## config.mk

```make
export PLATFORM = sky130hd
export DESIGN_NAME = multi_channel_encoder_tracker_flat
export DESIGN_NICKNAME = d
export VERILOG_FILES = /design/src/sv/mcet_pkg.sv /design/src/sv/mcet_if.sv /design/src/sv/multi_channel_encoder_tracker.sv /design/src/sv/mcet_out_fifo.sv /design/src/flat_wrapper.sv
export VERILOG_INCLUDE_DIRS = /design/src /design/src/sv
export SDC_FILE = /design/constraint.sdc
export NUM_CORES = 2
export LEC_CHECK = 0
export BUFFER_PORTS_ARGS = -buffer_cell sky130_fd_sc_hd__buf_2
export CAP_MARGIN = 20
export CORE_MARGIN = 10
export CORE_UTILIZATION = 62
export CTS_CLUSTER_SIZE = 40
export DETAILED_ROUTE_END_ITERATION = 10
export GPL_ROUTABILITY_DRIVEN = 0
export MAX_ROUTING_LAYER = met4
export PLACE_DENSITY = 0.8
export SYNTH_ARGS = -nofsm -noshare
export SYNTH_HDL_FRONTEND = slang
export SYNTH_SLANG_ARGS = --single-unit
```

## constraint.sdc

```tcl
create_clock -name clk -period 8.8 [get_ports clk]
set_clock_uncertainty 0.2 [all_clocks]
set_input_delay 2.64 -clock clk [delete_from_list [all_inputs] [get_ports clk]]
set_output_delay 2.64 -clock clk [all_outputs]
set_load 0.03 [all_outputs]
```

## src/sv/multi_channel_encoder_tracker_defines.svh

```systemverilog
`ifndef MULTI_CHANNEL_ENCODER_TRACKER_DEFINES_SVH
`define MULTI_CHANNEL_ENCODER_TRACKER_DEFINES_SVH

// same-cycle implication, checked at every rising edge outside reset
`define MCET_ASSERT_NOW(lbl, ck, rn, ante, cons, msg) \
	lbl: assert property (@(posedge ck) disable iff (!rn) (ante) |-> (cons)) \
		else $error(msg);

// next-cycle implication
`define MCET_ASSERT_NEXT(lbl, ck, rn, ante, cons, msg) \
	lbl: assert property (@(posedge ck) disable iff (!rn) (ante) |=> (cons)) \
		else $error(msg);

`endif

```

## src/sv/mcet_pkg.sv

```systemverilog
`default_nettype none

package mcet_pkg;

	localparam int ID_W       = 11;
	localparam int ANGLE_W    = 13;
	localparam int SPEED_W    = 16;
	localparam int TURN_W     = 16;
	localparam int POS_W      = 29;
	localparam int ANG_W      = 30;
	localparam int RATE_W     = 14;
	localparam int SETTLE_W   = 8;
	localparam int CNT_W      = SETTLE_W + 1;
	localparam int CFG_IDX_W  = 1;
	localparam int CFG_DATA_W = 11;
	localparam int OUT_DEPTH  = 4;

	localparam logic [CFG_IDX_W-1:0] REG_ID_BASE = 1'd0;
	localparam logic [CFG_IDX_W-1:0] REG_SETTLE  = 1'd1;

	localparam logic [ID_W-1:0]     ID_BASE_RST = 11'd513;
	localparam logic [SETTLE_W-1:0] SETTLE_RST  = 8'd50;
	localparam logic [CNT_W-1:0]    COUNTER_TOP = 9'd256;

	localparam logic signed [RATE_W-1:0] WRAP_LO   = -14'sd7000;
	localparam logic signed [RATE_W-1:0] WRAP_HI   = 14'sd7000;
	localparam logic signed [RATE_W:0]   FULL_TURN = 15'sd8192;

	localparam logic signed [TURN_W-1:0] TURN_MAX = 16'sh7FFF;
	localparam logic signed [TURN_W-1:0] TURN_MIN = -16'sh8000;

endpackage

`default_nettype wire

```

## src/sv/mcet_if.sv

```systemverilog
`default_nettype none

interface mcet_frame_if;
	import mcet_pkg::*;

	logic                      valid;
	logic                      ready;
	logic [ID_W-1:0]           frame_id;
	logic [ANGLE_W-1:0]        position_raw;
	logic signed [SPEED_W-1:0] speed_raw;

	modport source (output valid, frame_id, position_raw, speed_raw, input ready);
	modport sink (input valid, frame_id, position_raw, speed_raw, output ready);
endinterface

interface mcet_result_if #(parameter int CH_W = 2);
	import mcet_pkg::*;

	logic                      valid;
	logic                      ready;
	logic [CH_W-1:0]           channel;
	logic                      calibrating;
	logic signed [TURN_W-1:0]  round_count;
	logic signed [POS_W-1:0]   position_continuous;
	logic signed [ANG_W-1:0]   angle_counts;
	logic signed [RATE_W-1:0]  rate_unwrapped;
	logic signed [RATE_W-1:0]  rate_filtered;
	logic signed [SPEED_W-1:0] speed_passed;

	modport source (output valid, channel, calibrating, round_count, position_continuous,
		angle_counts, rate_unwrapped, rate_filtered, speed_passed, input ready);
	modport sink (input valid, channel, calibrating, round_count, position_continuous,
		angle_counts, rate_unwrapped, rate_filtered, speed_passed, output ready);
endinterface

`default_nettype wire

```

## src/sv/multi_channel_encoder_tracker.sv

```systemverilog
// Multi-channel encoder tracker.
// frames (sink): one word per feedback frame (frame_id, position_raw, speed_raw).
// results (source): one word per frame whose id falls in id_base .. id_base+CHANNELS-1;
// other ids are consumed silently but still advance the start-up frame counter.
// cfg_we/cfg_index/cfg_data: index 0 is id_base, index 1 is settle_count; write only
// while idle.
// Throughput: one frame per cycle while ready is high. Per-channel state (bias, previous angle,
// turns, running rate sum) sits in a small RAM read at accept and written back in the
// next cycle; the rate history sits in a second RAM read and written the same way. A write
// and a following read of the same entry are bypassed, so back-to-back frames on one
// channel run at full rate.
// A result passes through stage 1, stage 2 and the output queue before it is offered.
// Stall: results drain into a four-word queue; ready drops when queued plus in-flight
// words reach four, so a stalled receiver throttles frames without losing anything.
// Reset: counters, valid bits and history fill flags clear at once; no clearing pass,
// frames may be sent in the first cycle after reset.
`default_nettype none

module multi_channel_encoder_tracker #(
	parameter int RATE_DEPTH = 8,
	parameter int CHANNELS   = 4
) (
	input  wire logic                               clk,
	input  wire logic                               arst_n,
	input  wire logic                               cfg_we,
	input  wire logic [mcet_pkg::CFG_IDX_W-1:0]     cfg_index,
	input  wire logic [mcet_pkg::CFG_DATA_W-1:0]    cfg_data,
	mcet_frame_if.sink                              frames,
	mcet_result_if.source                           results
);
	import mcet_pkg::*;

`include "multi_channel_encoder_tracker_defines.svh"

	localparam int CH_W    = (CHANNELS > 1) ? $clog2(CHANNELS) : 1;
	localparam int CH_N    = 1 << CH_W;
	localparam int LOG_D   = $clog2(RATE_DEPTH);
	localparam int PTR_W   = (RATE_DEPTH > 1) ? LOG_D : 1;
	localparam int HADDR_W = CH_W + PTR_W;
	localparam int HIST_N  = 1 << HADDR_W;
	localparam int SUM_W   = RATE_W + LOG_D;
	localparam int MAG_W   = SUM_W - 1;
	localparam int SHIFT   = MAG_W + LOG_D;
	localparam int RCP_W   = MAG_W + 2;
	localparam int PROD_W  = MAG_W + RCP_W;
	localparam logic [RCP_W-1:0] RECIP = RCP_W'((64'd1 << SHIFT) / RATE_DEPTH + 64'd1);
	localparam int RES_W   = CH_W + 1 + TURN_W + POS_W + ANG_W + RATE_W + RATE_W + SPEED_W;
	localparam int FCNT_W  = $clog2(OUT_DEPTH + 1);
	localparam int OCC_W   = FCNT_W + 1;

	typedef struct packed {
		logic [ANGLE_W-1:0]       bias;
		logic [ANGLE_W-1:0]       prev;
		logic signed [TURN_W-1:0] turns;
		logic signed [SUM_W-1:0]  sum;
	} chan_t;

	// configuration and global state
	logic [ID_W-1:0]     id_base_q;
	logic [SETTLE_W-1:0] settle_q;
	logic [CNT_W-1:0]    frame_cnt_q;
	logic [PTR_W-1:0]    ptr_q [CH_N];
	logic [CH_N-1:0]     wrap_q;
	logic [CH_N-1:0]     chan_vld_q;

	// memories
	chan_t                    chan_mem [CH_N];
	logic signed [RATE_W-1:0] hist_mem [HIST_N];

	// accept stage
	logic                accept;
	logic                match;
	logic [ID_W-1:0]     id_off;
	logic [CH_W-1:0]     ch0;
	logic [CNT_W-1:0]    cnt_next;
	logic                calib0;
	logic [PTR_W-1:0]    ptr0;
	logic [PTR_W-1:0]    ptr_inc;
	logic [HADDR_W-1:0]  haddr0;

	// stage 1
	logic                      v_s1;
	logic                      fwd_chan_s1;
	logic                      fwd_hist_s1;
	logic [CH_W-1:0]           ch_s1;
	logic                      calib_s1;
	logic [ANGLE_W-1:0]        angle_s1;
	logic signed [SPEED_W-1:0] speed_s1;
	logic [HADDR_W-1:0]        haddr_s1;
	logic                      hist_ok_s1;
	logic                      chan_vld_s1;
	chan_t                     chan_rd_s1;
	logic signed [RATE_W-1:0]  hist_rd_s1;
	chan_t                     chan_fwd_q;
	logic signed [RATE_W-1:0]  hist_fwd_q;

	chan_t                     cur;
	chan_t                     chan_new;
	logic signed [RATE_W-1:0]  old_rate;
	logic signed [RATE_W-1:0]  diff;
	logic signed [RATE_W:0]    diff_x;
	logic signed [RATE_W:0]    rate_x;
	logic signed [RATE_W-1:0]  rate1;
	logic                      wrap_up;
	logic                      wrap_dn;
	logic                      hist_we;
	logic signed [TURN_W-1:0]  turns_new;
	logic signed [SUM_W-1:0]   sum_new;

	// stage 2
	logic                      v_s2;
	logic [CH_W-1:0]           ch_s2;
	logic                      calib_s2;
	logic [ANGLE_W-1:0]        angle_s2;
	logic [ANGLE_W-1:0]        bias_s2;
	logic signed [TURN_W-1:0]  turns_s2;
	logic signed [RATE_W-1:0]  rate_s2;
	logic signed [SUM_W-1:0]   sum_s2;
	logic signed [SPEED_W-1:0] speed_s2;

	logic signed [POS_W-1:0]   pos;
	logic signed [ANG_W-1:0]   pos_x;
	logic signed [ANG_W-1:0]   bias_x;
	logic signed [ANG_W-1:0]   ang;
	logic [MAG_W-1:0]          mag;
	logic [PROD_W-1:0]         prod;
	logic signed [RATE_W-1:0]  quot;
	logic signed [RATE_W-1:0]  mean;

	// output queue
	logic [RES_W-1:0]  push_data;
	logic [RES_W-1:0]  res_data;
	logic [FCNT_W-1:0] fifo_cnt;
	logic [OCC_W-1:0]  occ;

	// ---------------- configuration ----------------
	always_ff @(posedge clk or negedge arst_n) begin
		if (!arst_n) begin
			id_base_q <= ID_BASE_RST;
			settle_q  <= SETTLE_RST;
		end else if (cfg_we) begin
			case (cfg_index)
				REG_ID_BASE: id_base_q <= cfg_data[ID_W-1:0];
				REG_SETTLE:  settle_q  <= cfg_data[SETTLE_W-1:0];
				default: ;
			endcase
		end
	end

	// ---------------- accept stage ----------------
	assign occ          = OCC_W'(fifo_cnt) + OCC_W'(v_s1) + OCC_W'(v_s2);
	assign frames.ready = (occ < OCC_W'(OUT_DEPTH));
	assign accept       = frames.valid && frames.ready;

	assign id_off   = frames.frame_id - id_base_q;
	assign match    = (frames.frame_id >= id_base_q) && (id_off < ID_W'(CHANNELS));
	assign ch0      = id_off[CH_W-1:0];
	assign cnt_next = (frame_cnt_q == COUNTER_TOP) ? frame_cnt_q : frame_cnt_q + 1'b1;
	assign calib0   = (cnt_next <= {1'b0, settle_q});
	assign ptr0     = ptr_q[ch0];
	assign ptr_inc  = (ptr0 == PTR_W'(RATE_DEPTH - 1)) ? '0 : ptr0 + 1'b1;
	assign haddr0   = {ch0, ptr0};

	always_ff @(posedge clk or negedge arst_n) begin
		if (!arst_n) begin
			frame_cnt_q <= '0;
			ptr_q       <= '{default: '0};
			wrap_q      <= '0;
		end else if (accept) begin
			frame_cnt_q <= cnt_next;
			if (match && !calib0) begin
				ptr_q[ch0] <= ptr_inc;
				// once the pointer comes round, every history slot holds a real rate
				if (ptr_inc == '0) begin
					wrap_q[ch0] <= 1'b1;
				end
			end
		end
	end

	// ---------------- memories ----------------
	always_ff @(posedge clk) begin
		if (v_s1) begin
			chan_mem[ch_s1] <= chan_new;
		end
		chan_rd_s1 <= chan_mem[ch0];
	end

	always_ff @(posedge clk) begin
		if (hist_we) begin
			hist_mem[haddr_s1] <= rate1;
		end
		hist_rd_s1 <= hist_mem[haddr0];
	end

	always_ff @(posedge clk or negedge arst_n) begin
		if (!arst_n) begin
			chan_vld_q <= '0;
		end else if (v_s1) begin
			chan_vld_q[ch_s1] <= 1'b1;
		end
	end

	// ---------------- stage 1: read-modify-write ----------------
	always_ff @(posedge clk or negedge arst_n) begin
		if (!arst_n) begin
			v_s1        <= 1'b0;
			fwd_chan_s1 <= 1'b0;
			fwd_hist_s1 <= 1'b0;
		end else begin
			v_s1        <= accept && match;
			// the write below lands on the edge that samples the read: bypass it
			fwd_chan_s1 <= v_s1 && (ch_s1 == ch0);
			fwd_hist_s1 <= hist_we && (haddr_s1 == haddr0);
		end
	end

	always_ff @(posedge clk) begin
		ch_s1       <= ch0;
		calib_s1    <= calib0;
		angle_s1    <= frames.position_raw;
		speed_s1    <= frames.speed_raw;
		haddr_s1    <= haddr0;
		hist_ok_s1  <= wrap_q[ch0];
		chan_vld_s1 <= chan_vld_q[ch0];
		chan_fwd_q  <= chan_new;
		hist_fwd_q  <= rate1;
	end

	always_comb begin
		if (fwd_chan_s1) begin
			cur = chan_fwd_q;
		end else if (chan_vld_s1) begin
			cur = chan_rd_s1;
		end else begin
			cur = '0;
		end
	end

	always_comb begin
		if (!hist_ok_s1) begin
			old_rate = '0;
		end else if (fwd_hist_s1) begin
			old_rate = hist_fwd_q;
		end else begin
			old_rate = hist_rd_s1;
		end
	end

	assign diff    = $signed({1'b0, angle_s1}) - $signed({1'b0, cur.prev});
	assign diff_x  = {diff[RATE_W-1], diff};
	assign wrap_up = (diff < WRAP_LO);
	assign wrap_dn = (diff > WRAP_HI);
	assign rate_x  = wrap_up ? diff_x + FULL_TURN : (wrap_dn ? diff_x - FULL_TURN : diff_x);
	assign rate1   = rate_x[RATE_W-1:0];
	assign hist_we = v_s1 && !calib_s1;

	always_comb begin
		turns_new = cur.turns;
		if (!calib_s1) begin
			if (wrap_up && (cur.turns != TURN_MAX)) begin
				turns_new = cur.turns + 16'sd1;
			end else if (wrap_dn && (cur.turns != TURN_MIN)) begin
				turns_new = cur.turns - 16'sd1;
			end
		end
	end

	// drop the slot being overwritten, add the new rate
	assign sum_new = calib_s1 ? cur.sum : cur.sum - SUM_W'(old_rate) + SUM_W'(rate1);

	always_comb begin
		chan_new.bias  = calib_s1 ? angle_s1 : cur.bias;
		chan_new.prev  = angle_s1;
		chan_new.turns = turns_new;
		chan_new.sum   = sum_new;
	end

	// ---------------- stage 2: format and average ----------------
	always_ff @(posedge clk or negedge arst_n) begin
		if (!arst_n) begin
			v_s2 <= 1'b0;
		end else begin
			v_s2 <= v_s1;
		end
	end

	always_ff @(posedge clk) begin
		ch_s2    <= ch_s1;
		calib_s2 <= calib_s1;
		angle_s2 <= angle_s1;
		bias_s2  <= chan_new.bias;
		turns_s2 <= turns_new;
		rate_s2  <= calib_s1 ? '0 : rate1;
		sum_s2   <= sum_new;
		speed_s2 <= speed_s1;
	end

	assign pos    = {turns_s2, angle_s2};
	assign pos_x  = {pos[POS_W-1], pos};
	assign bias_x = {{(ANG_W - ANGLE_W){1'b0}}, bias_s2};
	assign ang    = pos_x - bias_x;

	// truncating mean: divide the magnitude by reciprocal multiply, restore the sign
	assign mag  = sum_s2[SUM_W-1] ? MAG_W'(-sum_s2) : MAG_W'(sum_s2);
	assign prod = PROD_W'(mag) * PROD_W'(RECIP);
	assign quot = RATE_W'(prod >> SHIFT);
	assign mean = sum_s2[SUM_W-1] ? -quot : quot;

	assign push_data = {ch_s2, calib_s2, turns_s2, pos, ang, rate_s2, mean, speed_s2};

	mcet_out_fifo #(
		.W     (RES_W),
		.DEPTH (OUT_DEPTH)
	) u_out_fifo (
		.clk       (clk),
		.arst_n    (arst_n),
		.push      (v_s2),
		.push_data (push_data),
		.pop_valid (results.valid),
		.pop_ready (results.ready),
		.pop_data  (res_data),
		.count     (fifo_cnt)
	);

	assign {results.channel, results.calibrating, results.round_count,
		results.position_continuous, results.angle_counts, results.rate_unwrapped,
		results.rate_filtered, results.speed_passed} = res_data;

	// ---------------- assertions ----------------
	`MCET_ASSERT_NOW(a_occ_bound, clk, arst_n, 1'b1, occ <= OCC_W'(OUT_DEPTH), "in-flight words exceed queue depth")
	`MCET_ASSERT_NOW(a_push_room, clk, arst_n, v_s2, (fifo_cnt < FCNT_W'(OUT_DEPTH)) || (results.valid && results.ready), "result pushed into a full queue")
	`MCET_ASSERT_NEXT(a_match_flows, clk, arst_n, accept && match, v_s1, "matched frame did not enter the pipeline")
	`MCET_ASSERT_NEXT(a_cnt_monotone, clk, arst_n, frame_cnt_q == COUNTER_TOP, frame_cnt_q == COUNTER_TOP, "frame counter left saturation")

endmodule

`default_nettype wire

```

## src/sv/mcet_out_fifo.sv

```systemverilog
`default_nettype none

module mcet_out_fifo #(
	parameter int W     = 8,
	parameter int DEPTH = 4
) (
	input  wire logic                           clk,
	input  wire logic                           arst_n,
	input  wire logic                           push,
	input  wire logic [W-1:0]                   push_data,
	output logic                                pop_valid,
	input  wire logic                           pop_ready,
	output logic [W-1:0]                        pop_data,
	output logic [$clog2(DEPTH + 1)-1:0]        count
);
	localparam int AW = (DEPTH > 1) ? $clog2(DEPTH) : 1;
	localparam int CW = $clog2(DEPTH + 1);

	logic [W-1:0]  mem_q [DEPTH];
	logic [AW-1:0] wr_ptr_q;
	logic [AW-1:0] rd_ptr_q;
	logic [CW-1:0] cnt_q;
	logic          pop;

	assign pop_valid = (cnt_q != '0);
	assign pop       = pop_valid && pop_ready;
	assign pop_data  = mem_q[rd_ptr_q];
	assign count     = cnt_q;

	always_ff @(posedge clk or negedge arst_n) begin
		if (!arst_n) begin
			wr_ptr_q <= '0;
			rd_ptr_q <= '0;
			cnt_q    <= '0;
		end else begin
			if (push) begin
				wr_ptr_q <= (wr_ptr_q == AW'(DEPTH - 1)) ? '0 : wr_ptr_q + 1'b1;
			end
			if (pop) begin
				rd_ptr_q <= (rd_ptr_q == AW'(DEPTH - 1)) ? '0 : rd_ptr_q + 1'b1;
			end
			if (push && !pop) begin
				cnt_q <= cnt_q + 1'b1;
			end else if (pop && !push) begin
				cnt_q <= cnt_q - 1'b1;
			end
		end
	end

	always_ff @(posedge clk) begin
		if (push) begin
			mem_q[wr_ptr_q] <= push_data;
		end
	end

endmodule

`default_nettype wire
```

## src/flat_wrapper.sv

```systemverilog
// flat-port wrapper written by rule: the top's interface ports become plain ports
module multi_channel_encoder_tracker_flat import mcet_pkg::*;
#(
	parameter int RATE_DEPTH = 8,
	parameter int CHANNELS   = 4
)
  (clk, arst_n, cfg_we, cfg_index, cfg_data, frames_valid, frames_frame_id, frames_position_raw, frames_speed_raw, frames_ready, results_valid, results_channel, results_calibrating, results_round_count, results_position_continuous, results_angle_counts, results_rate_unwrapped, results_rate_filtered, results_speed_passed, results_ready);
  mcet_frame_if frames_i ();
  mcet_result_if results_i ();
  input  wire logic clk;
  input  wire logic arst_n;
  input  wire logic cfg_we;
  input  wire logic [mcet_pkg::CFG_IDX_W-1:0] cfg_index;
  input  wire logic [mcet_pkg::CFG_DATA_W-1:0] cfg_data;
  input wire logic [$bits(frames_i.valid)-1:0] frames_valid;
  input wire logic [$bits(frames_i.frame_id)-1:0] frames_frame_id;
  input wire logic [$bits(frames_i.position_raw)-1:0] frames_position_raw;
  input wire logic [$bits(frames_i.speed_raw)-1:0] frames_speed_raw;
  output wire logic [$bits(frames_i.ready)-1:0] frames_ready;
  output wire logic [$bits(results_i.valid)-1:0] results_valid;
  output wire logic [$bits(results_i.channel)-1:0] results_channel;
  output wire logic [$bits(results_i.calibrating)-1:0] results_calibrating;
  output wire logic [$bits(results_i.round_count)-1:0] results_round_count;
  output wire logic [$bits(results_i.position_continuous)-1:0] results_position_continuous;
  output wire logic [$bits(results_i.angle_counts)-1:0] results_angle_counts;
  output wire logic [$bits(results_i.rate_unwrapped)-1:0] results_rate_unwrapped;
  output wire logic [$bits(results_i.rate_filtered)-1:0] results_rate_filtered;
  output wire logic [$bits(results_i.speed_passed)-1:0] results_speed_passed;
  input wire logic [$bits(results_i.ready)-1:0] results_ready;
  assign frames_i.valid = frames_valid;
  assign frames_i.frame_id = frames_frame_id;
  assign frames_i.position_raw = frames_position_raw;
  assign frames_i.speed_raw = frames_speed_raw;
  assign frames_ready = frames_i.ready;
  assign results_valid = results_i.valid;
  assign results_channel = results_i.channel;
  assign results_calibrating = results_i.calibrating;
  assign results_round_count = results_i.round_count;
  assign results_position_continuous = results_i.position_continuous;
  assign results_angle_counts = results_i.angle_counts;
  assign results_rate_unwrapped = results_i.rate_unwrapped;
  assign results_rate_filtered = results_i.rate_filtered;
  assign results_speed_passed = results_i.speed_passed;
  assign results_i.ready = results_ready;
  multi_channel_encoder_tracker #(.RATE_DEPTH(RATE_DEPTH), .CHANNELS(CHANNELS)) u_core (.clk(clk), .arst_n(arst_n), .cfg_we(cfg_we), .cfg_index(cfg_index), .cfg_data(cfg_data), .frames(frames_i), .results(results_i));
endmodule
```

Yosys cells after proc, flatten, opt, wreduce, memory -nomap -nowiden
Memory sizes are Yosys's and may differ from the RTL's. A register that Yosys moved wholly into a read port is not among the register bits.
Index checks and enable logic that the tools add are counted.
{"block": "word_totals", "input_bits": 57, "ff_bits": 204, "mem_bits_rw": 1172, "memories": 3, "output_inout_bits": 124, "wordCells": 144}
{"name": "u_core.u_out_fifo.mem_q", "depth": 4, "word_bits": 122, "read_ports": 1, "rd_clocked_by_memory_dff": 0, "write_ports": 1, "line_no": "mcet_out_fifo.sv:19", "source": "logic [W-1:0] mem_q [DEPTH];"}
{"name": "u_core.hist_mem", "depth": 32, "word_bits": 14, "read_ports": 1, "rd_clocked_by_memory_dff": 1, "write_ports": 1, "line_no": "multi_channel_encoder_tracker.sv:68", "source": "logic signed [RATE_W-1:0] hist_mem [HIST_N];"}
{"name": "u_core.chan_mem", "depth": 4, "word_bits": 59, "read_ports": 1, "rd_clocked_by_memory_dff": 1, "write_ports": 1, "line_no": "multi_channel_encoder_tracker.sv:67", "source": "chan_t chan_mem [CH_N];"}
{"block": "op_classes", "order_cmp": 12, "mul": 1, "n_reduce_logical": 26, "addsub": 19, "bitwise": 4, "muxes": 39, "n_eq_ne": 8}
{"op": "$mux 59", "n": 2}
{"op": "$mux 14", "n": 5}
{"op": "$mux 16", "n": 4}
{"op": "$mul 16x17->33 const B", "n": 1}
{"op": "$ne 16x16->1 const B", "n": 2}
{"op": "$sub 29x14->30", "n": 1}
{"op": "$mux 3", "n": 6}
{"op": "$add 17x14->17", "n": 1}
{"op": "$mux 17", "n": 1}
{"op": "$sub 17x14->17", "n": 1}
{"op": "$add 16x2->16 const B", "n": 1}
{"op": "$neg 16->16", "n": 1}
{"op": "$sub 16x2->16 const B", "n": 1}
{"op": "$logic_and 1x1->1", "n": 15}
{"op": "$add 14x14->14 const B", "n": 1}
{"op": "$gt 14x14->1 const B", "n": 1}
{"op": "$lt 14x14->1 const B", "n": 1}
{"op": "$neg 14->14", "n": 1}
{"op": "$sub 13x13->14", "n": 1}
{"op": "$sub 14x14->14 const B", "n": 1}
{"op": "$mux 13", "n": 1}
{"op": "$bwmux 12", "n": 1}
{"op": "$ge 11x11->1", "n": 1}
{"op": "$lt 11x3->1 const B", "n": 1}
{"op": "other kinds (34)", "n": 57}

Depth between registers and ports, before layout
{"block": "logic_depth", "depth_word": 9, "depth_mapped": 26, "mapped_depth_nobuf": 21}

Hierarchy
A second synthesis with hierarchy kept.
{"block": "hier_totals", "cells_unflattened": 2976, "hier_area_um2": 56201.4}
{"mod": "multi_channel_encoder_tracker", "area_per_inst_um2": 38206.6, "n_inst": 1, "cells_per_inst": 2302, "seq_area_each_um2": 26171.4}
{"mod": "mcet_out_fifo", "area_per_inst_um2": 17994.8, "n_inst": 1, "cells_per_inst": 674, "seq_area_each_um2": 14829.2}

Worst setup path before layout
Ideal clock, no wire load.
{"block": "synth_timing", "path_kind": "reg2reg", "startpoint": "reg u_core.fwd_chan_s1", "endpoint": "mem u_core.chan_mem[0][16] (netlist bit), data pin", "required_ps": 8405, "setup_ps": 195, "path_buffers": 7, "path_stages_with_launch": 27, "arrival_time_ps": 6750, "setup_slack_ps": 1656, "period_less_slack_ps": 7144, "path_cell_list": "dfrtp_1 -> buf_2 -> buf_1 -> clkbuf_1 -> clkbuf_1 -> buf_1 -> buf_1 -> a22oi_1 -> ha_1 -> o21a_1 -> a21bo_4 -> a21oi_1 -> a21oi_1 -> xnor2_1 -> a31oi_2 -> o21ai_0 -> nand2_1 -> fa_1 -> inv_1 -> ha_1 -> clkbuf_1 -> nand3_1 -> nand2_1 -> a41oi_1 -> mux2i_1 -> a21oi_1 -> xnor2_1"}
{"element": "start, declared", "line_no": "multi_channel_encoder_tracker.sv:83", "source": "logic fwd_chan_s1;"}
{"element": "start signal, assigned", "line_no": "multi_channel_encoder_tracker.sv:213", "source": "fwd_chan_s1 <= v_s1 && (ch_s1 == ch0);"}
{"element": "end, declared", "line_no": "multi_channel_encoder_tracker.sv:67"}

==> metrics.md <==
| Metric | Value |
|---|---|
| Run status | `finished clean` |
| Met1 WL | `44.8 mm` |
| I/O pin total | `181` |
| Clock period minus worst slack | `7.12 ns` |
| Critical Path End Type | `register` |
| Met2 routed WL | `62.2 mm` |
| Worst hold-check path type | `register to register` |
| Total of max-cap violations | `0` |
| Total detailed-routing wirelength | `120 mm` |
| First drt pass iteration count | `5` |
| Num CTS Buffers | `137` |
| Switching power of the nets | `4.50 mW` |
| Top cell type's share of synthesized area | `61.8%` |
| Top fanout value on the critical path | `37` |
| Commonest non-fill, non-tap cell in the layout | `edfxtp_1` |
| Routed WL per cell | `27.2 um` |
| Clock latency on the worst-skew pair | `0.75 ns` |
| Detailed Place HPWL | `68.1 mm` |
| WP data required | `9.11 ns` |
| Area leader, netlist | `edfxtp_1` |
| #FFs+latches synth | `1383` |
| Reg clk slew, reported paths | `0.06 ns` |
| Final ANT Viol Nets | `0` |
| Tot GR Track Use | `24.9%` |
| Final Cycle Share | `80.9%` |
| Syn_area_per_cell | `18.7 um^2` |
| CP Data Arrival Time | `7.43 ns` |
| Count of hold-fix buffers inserted at cts | `0` |
| Largest net degree at the start of global routing | `103` |
| PortBufs | `180` |
| Register area share after synthesis | `72.6%` |
| Sum Neg Setup Slack | `0 ns` |
| Vias in the first global route | `29000` |
| Endpoints failing hold | `0` |
| Synth unique cells | `82` |
| Post_cts resized | `0` |
| Number of DRC markers in iteration 0 | `3275` |
| Top sig layer | `met4` |
| Die width | `315 um` |
| Worst-margin pin slew | `1.21 ns` |
| Post-synth ARST share | `4.27%` |
| Synthesized net count | `3043` |
| Max-slew headroom | `19.4%` |
| EDFF count, synth | `1108` |
| Clock Power Share | `36.0%` |
| Nets | `3280` |
| Hold Slack | `0.127 ns` |
| Cell Pwr Density | `271 nW/um^2` |
| Worst setup SP type | `register` |
| Final count of pins violating max slew | `0` |
| Via Count | `28000` |
| RSZ-0062 raised after global routing | `false` |
| Die area | `99100 um^2` |
| Post-CTS Setup Bufs | `0` |
| Reg power frac | `46.1%` |
| Cells after Synth | `2887` |
| Worst Slack Setup Final | `1.68 ns` |
| Htree depth | `4` |
| Post-route DRC | `0` |
| Rows | `108` |
| First-pass GRT wire length | `180 mm` |
| Primary FF master, synth | `edfxtp_1` |
| Bufs on Longest Clock Path | `3` |
| Final core utilization | `70.6%` |
| Commonest non-fill, non-tap cells in the layout | `1108 x edfxtp_1, 308 x mux4_2, 215 x dfxtp_1` |
| Final setup fails | `0` |
| Area Growth Syn to Fin | `13.4%` |
| Fillers | `4963` |
| Core Box Area | `86500 um^2` |
| Sw Share | `27.2%` |
| Static Leak | `20.8 nW` |
| Ratio of cells with drive above 1 in the final layout | `27.4%` |
| Cell area after synthesis | `53900 um^2` |
| Routed wl met3 | `9.01 mm` |
| Max Fclk | `0.140 GHz` |
| Die height | `315 um` |
| Critical path class | `register to register` |
| Num Clock Sinks | `1383` |
| Peak supply drop | `0.000383 V` |
| Internal power | `12.1 mW` |
| Initial antenna violation count | `2` |
| Yosys warnings | `0` |
| Root Driver | `clkbuf_16` |
| Comb pwr share | `18.0%` |
| Initial Util | `62.3%` |
| DR vias/cell | `6.37` |
| TritonCTS clock tree | `yes` |
| GR Overflow Total | `0` |
| Place WS | `1.65 ns` |
| Top cells by area, synth | `edfxtp_1 62%, mux4_2 13%, dfxtp_1 8.0%, dfrtp_1 2.5%, ha_1 1.9%` |
==> area by class of cell <==
| type | count | area (um^2) | share of cell area [%] |
|---|---|---|---|
| multi-input cells | 1287 | 14000 | 23.0 |
| flip-flops and latches | 1383 | 39100 | 64.0 |
| inverters | 84 | 315 | 0.516 |
| well taps | 1155 | 1450 | 2.37 |
| diodes | 1 | 2.50 | 0.00410 |
| clock inverters | 62 | 709 | 1.16 |
| clock buffers | 192 | 3920 | 6.42 |
| repair buffers | 231 | 1540 | 2.53 |
==> state kept, by name (all words and copies together), names as in the netlist, 4 cells and up <==
name	flops
u_core.speed_s2	16
u_core.speed_s1	16
u_core.angle_s1	13
u_core.u_out_fifo.mem_q	424
u_core.wrap_q	4
u_core.hist_mem	448
u_core.settle_q	8
u_core.hist_rd_s1	14
u_core.chan_rd_s1	59
u_core.rate_s2	14
u_core.id_base_q	11
u_core.ptr_q	12
u_core.frame_cnt_q	9
u_core.chan_mem	236
u_core.hist_fwd_q	14
u_core.chan_fwd_q	59
u_core.chan_vld_q	4
==> path summary, 6_finish.rpt <==
check / start / endpoint / slack [ns] / cells after the start
min reg2reg: u_core.speed_s1[14] / u_core.speed_s2[14] / 0.13 / 0
min in group asynchronous: arst_n / u_core.id_base_q[2] / 1.89 / 2
max in group asynchronous: arst_n / u_core.u_out_fifo.rd_ptr_q[0] / 5.93 / 2
max reg2reg: u_core.chan_vld_s1 / u_core.chan_mem[1][16] / 1.68 / 18
max: u_core.chan_vld_s1 / u_core.chan_mem[1][16] / 1.68 / 18
min: u_core.speed_s1[14] / u_core.speed_s2[14] / 0.13 / 0
==> logic make-up after synthesis <==
family | synth area share [%]
buffers and inverters | 1.67
xor gates and xnor gates | 1.78
AOI/OAI and AO/OA | 3.25
DFF | 72.6
muxes | 14.0
adders and majority gates | 2.55
and+or+nand+nor | 4.20
==> power groups by stage <==
stage | Combinational, mW | Sequential [mW] | Clock, mW
after global routing | 3.19 | 7.66 | 6.28
after global placement | 2.87 | 7.75 | 0
after detailed placement | 2.95 | 7.77 | 0
final | 2.98 | 7.64 | 5.96
after floorplan | 2.27 | 7.62 | 0
after CTS | 2.99 | 7.64 | 6.02
==> Yosys cell counts (all sizes together) (5+ instances only) <==
master / n
a21boi: 10
a21oi: 45
a21o: 11
nand2b: 14
or3: 23
or2: 10
nor3: 33
mux2: 40
nand3: 35
nor4: 11
buf: 63
nor2: 109
and2: 12
mux2i: 10
dfstp: 5
and3: 8
ha: 81
a211oi: 6
fa: 18
nand4: 6
nor2b: 25
inv: 83
edfxtp: 1108
or4: 7
dfxtp: 216
a22oi: 36
o21ai: 71
nand2: 159
nand3b: 6
clkbuf: 70
dfrtp: 54
o21a: 11
xnor2: 57
a22o: 19
o31ai: 7
mux4: 310
a31o: 6
xor2: 48
==> per-layer routing <==
metal / global-route usage [%] / vias to the layer above
met2: 41.5 / 1415
met3: 4.18 / 269
met1: 31.1 / 14500
met4: 8.19 / 0
li1: - / 11800
met5: - / -
==> worst max-delay path, stage by stage, from the launching register on <==
cell	delay, ns
dfxtp_1	0.49
nor2b_4	0.80
a22oi_1	0.19
ha_1	0.45
o21a_1	0.24
a21bo_4	0.19
a211oi_2	0.08
or4_4	0.54
nand3_2	0.62
nand2_1	0.22
o21ai_0	0.25
nand2_1	0.34
inv_1	0.92
ha_1	0.39
xor2_1	0.28
nor3_1	0.08
mux2i_1	0.14
a21oi_1	0.09
xnor2_1	0.35
==> stage by stage <==
stage               total power, mW  instance area (um^2)  instances
global route                   17.1                 61100       4394
finish                         16.6                 61100       4395
global placement               10.6                 56100       4119
floorplan                      9.89                 53900       2887
detailed placement             10.7                 56100       4120
CTS                            16.7                 60700       4374
(Power assumes the default switching activity.)
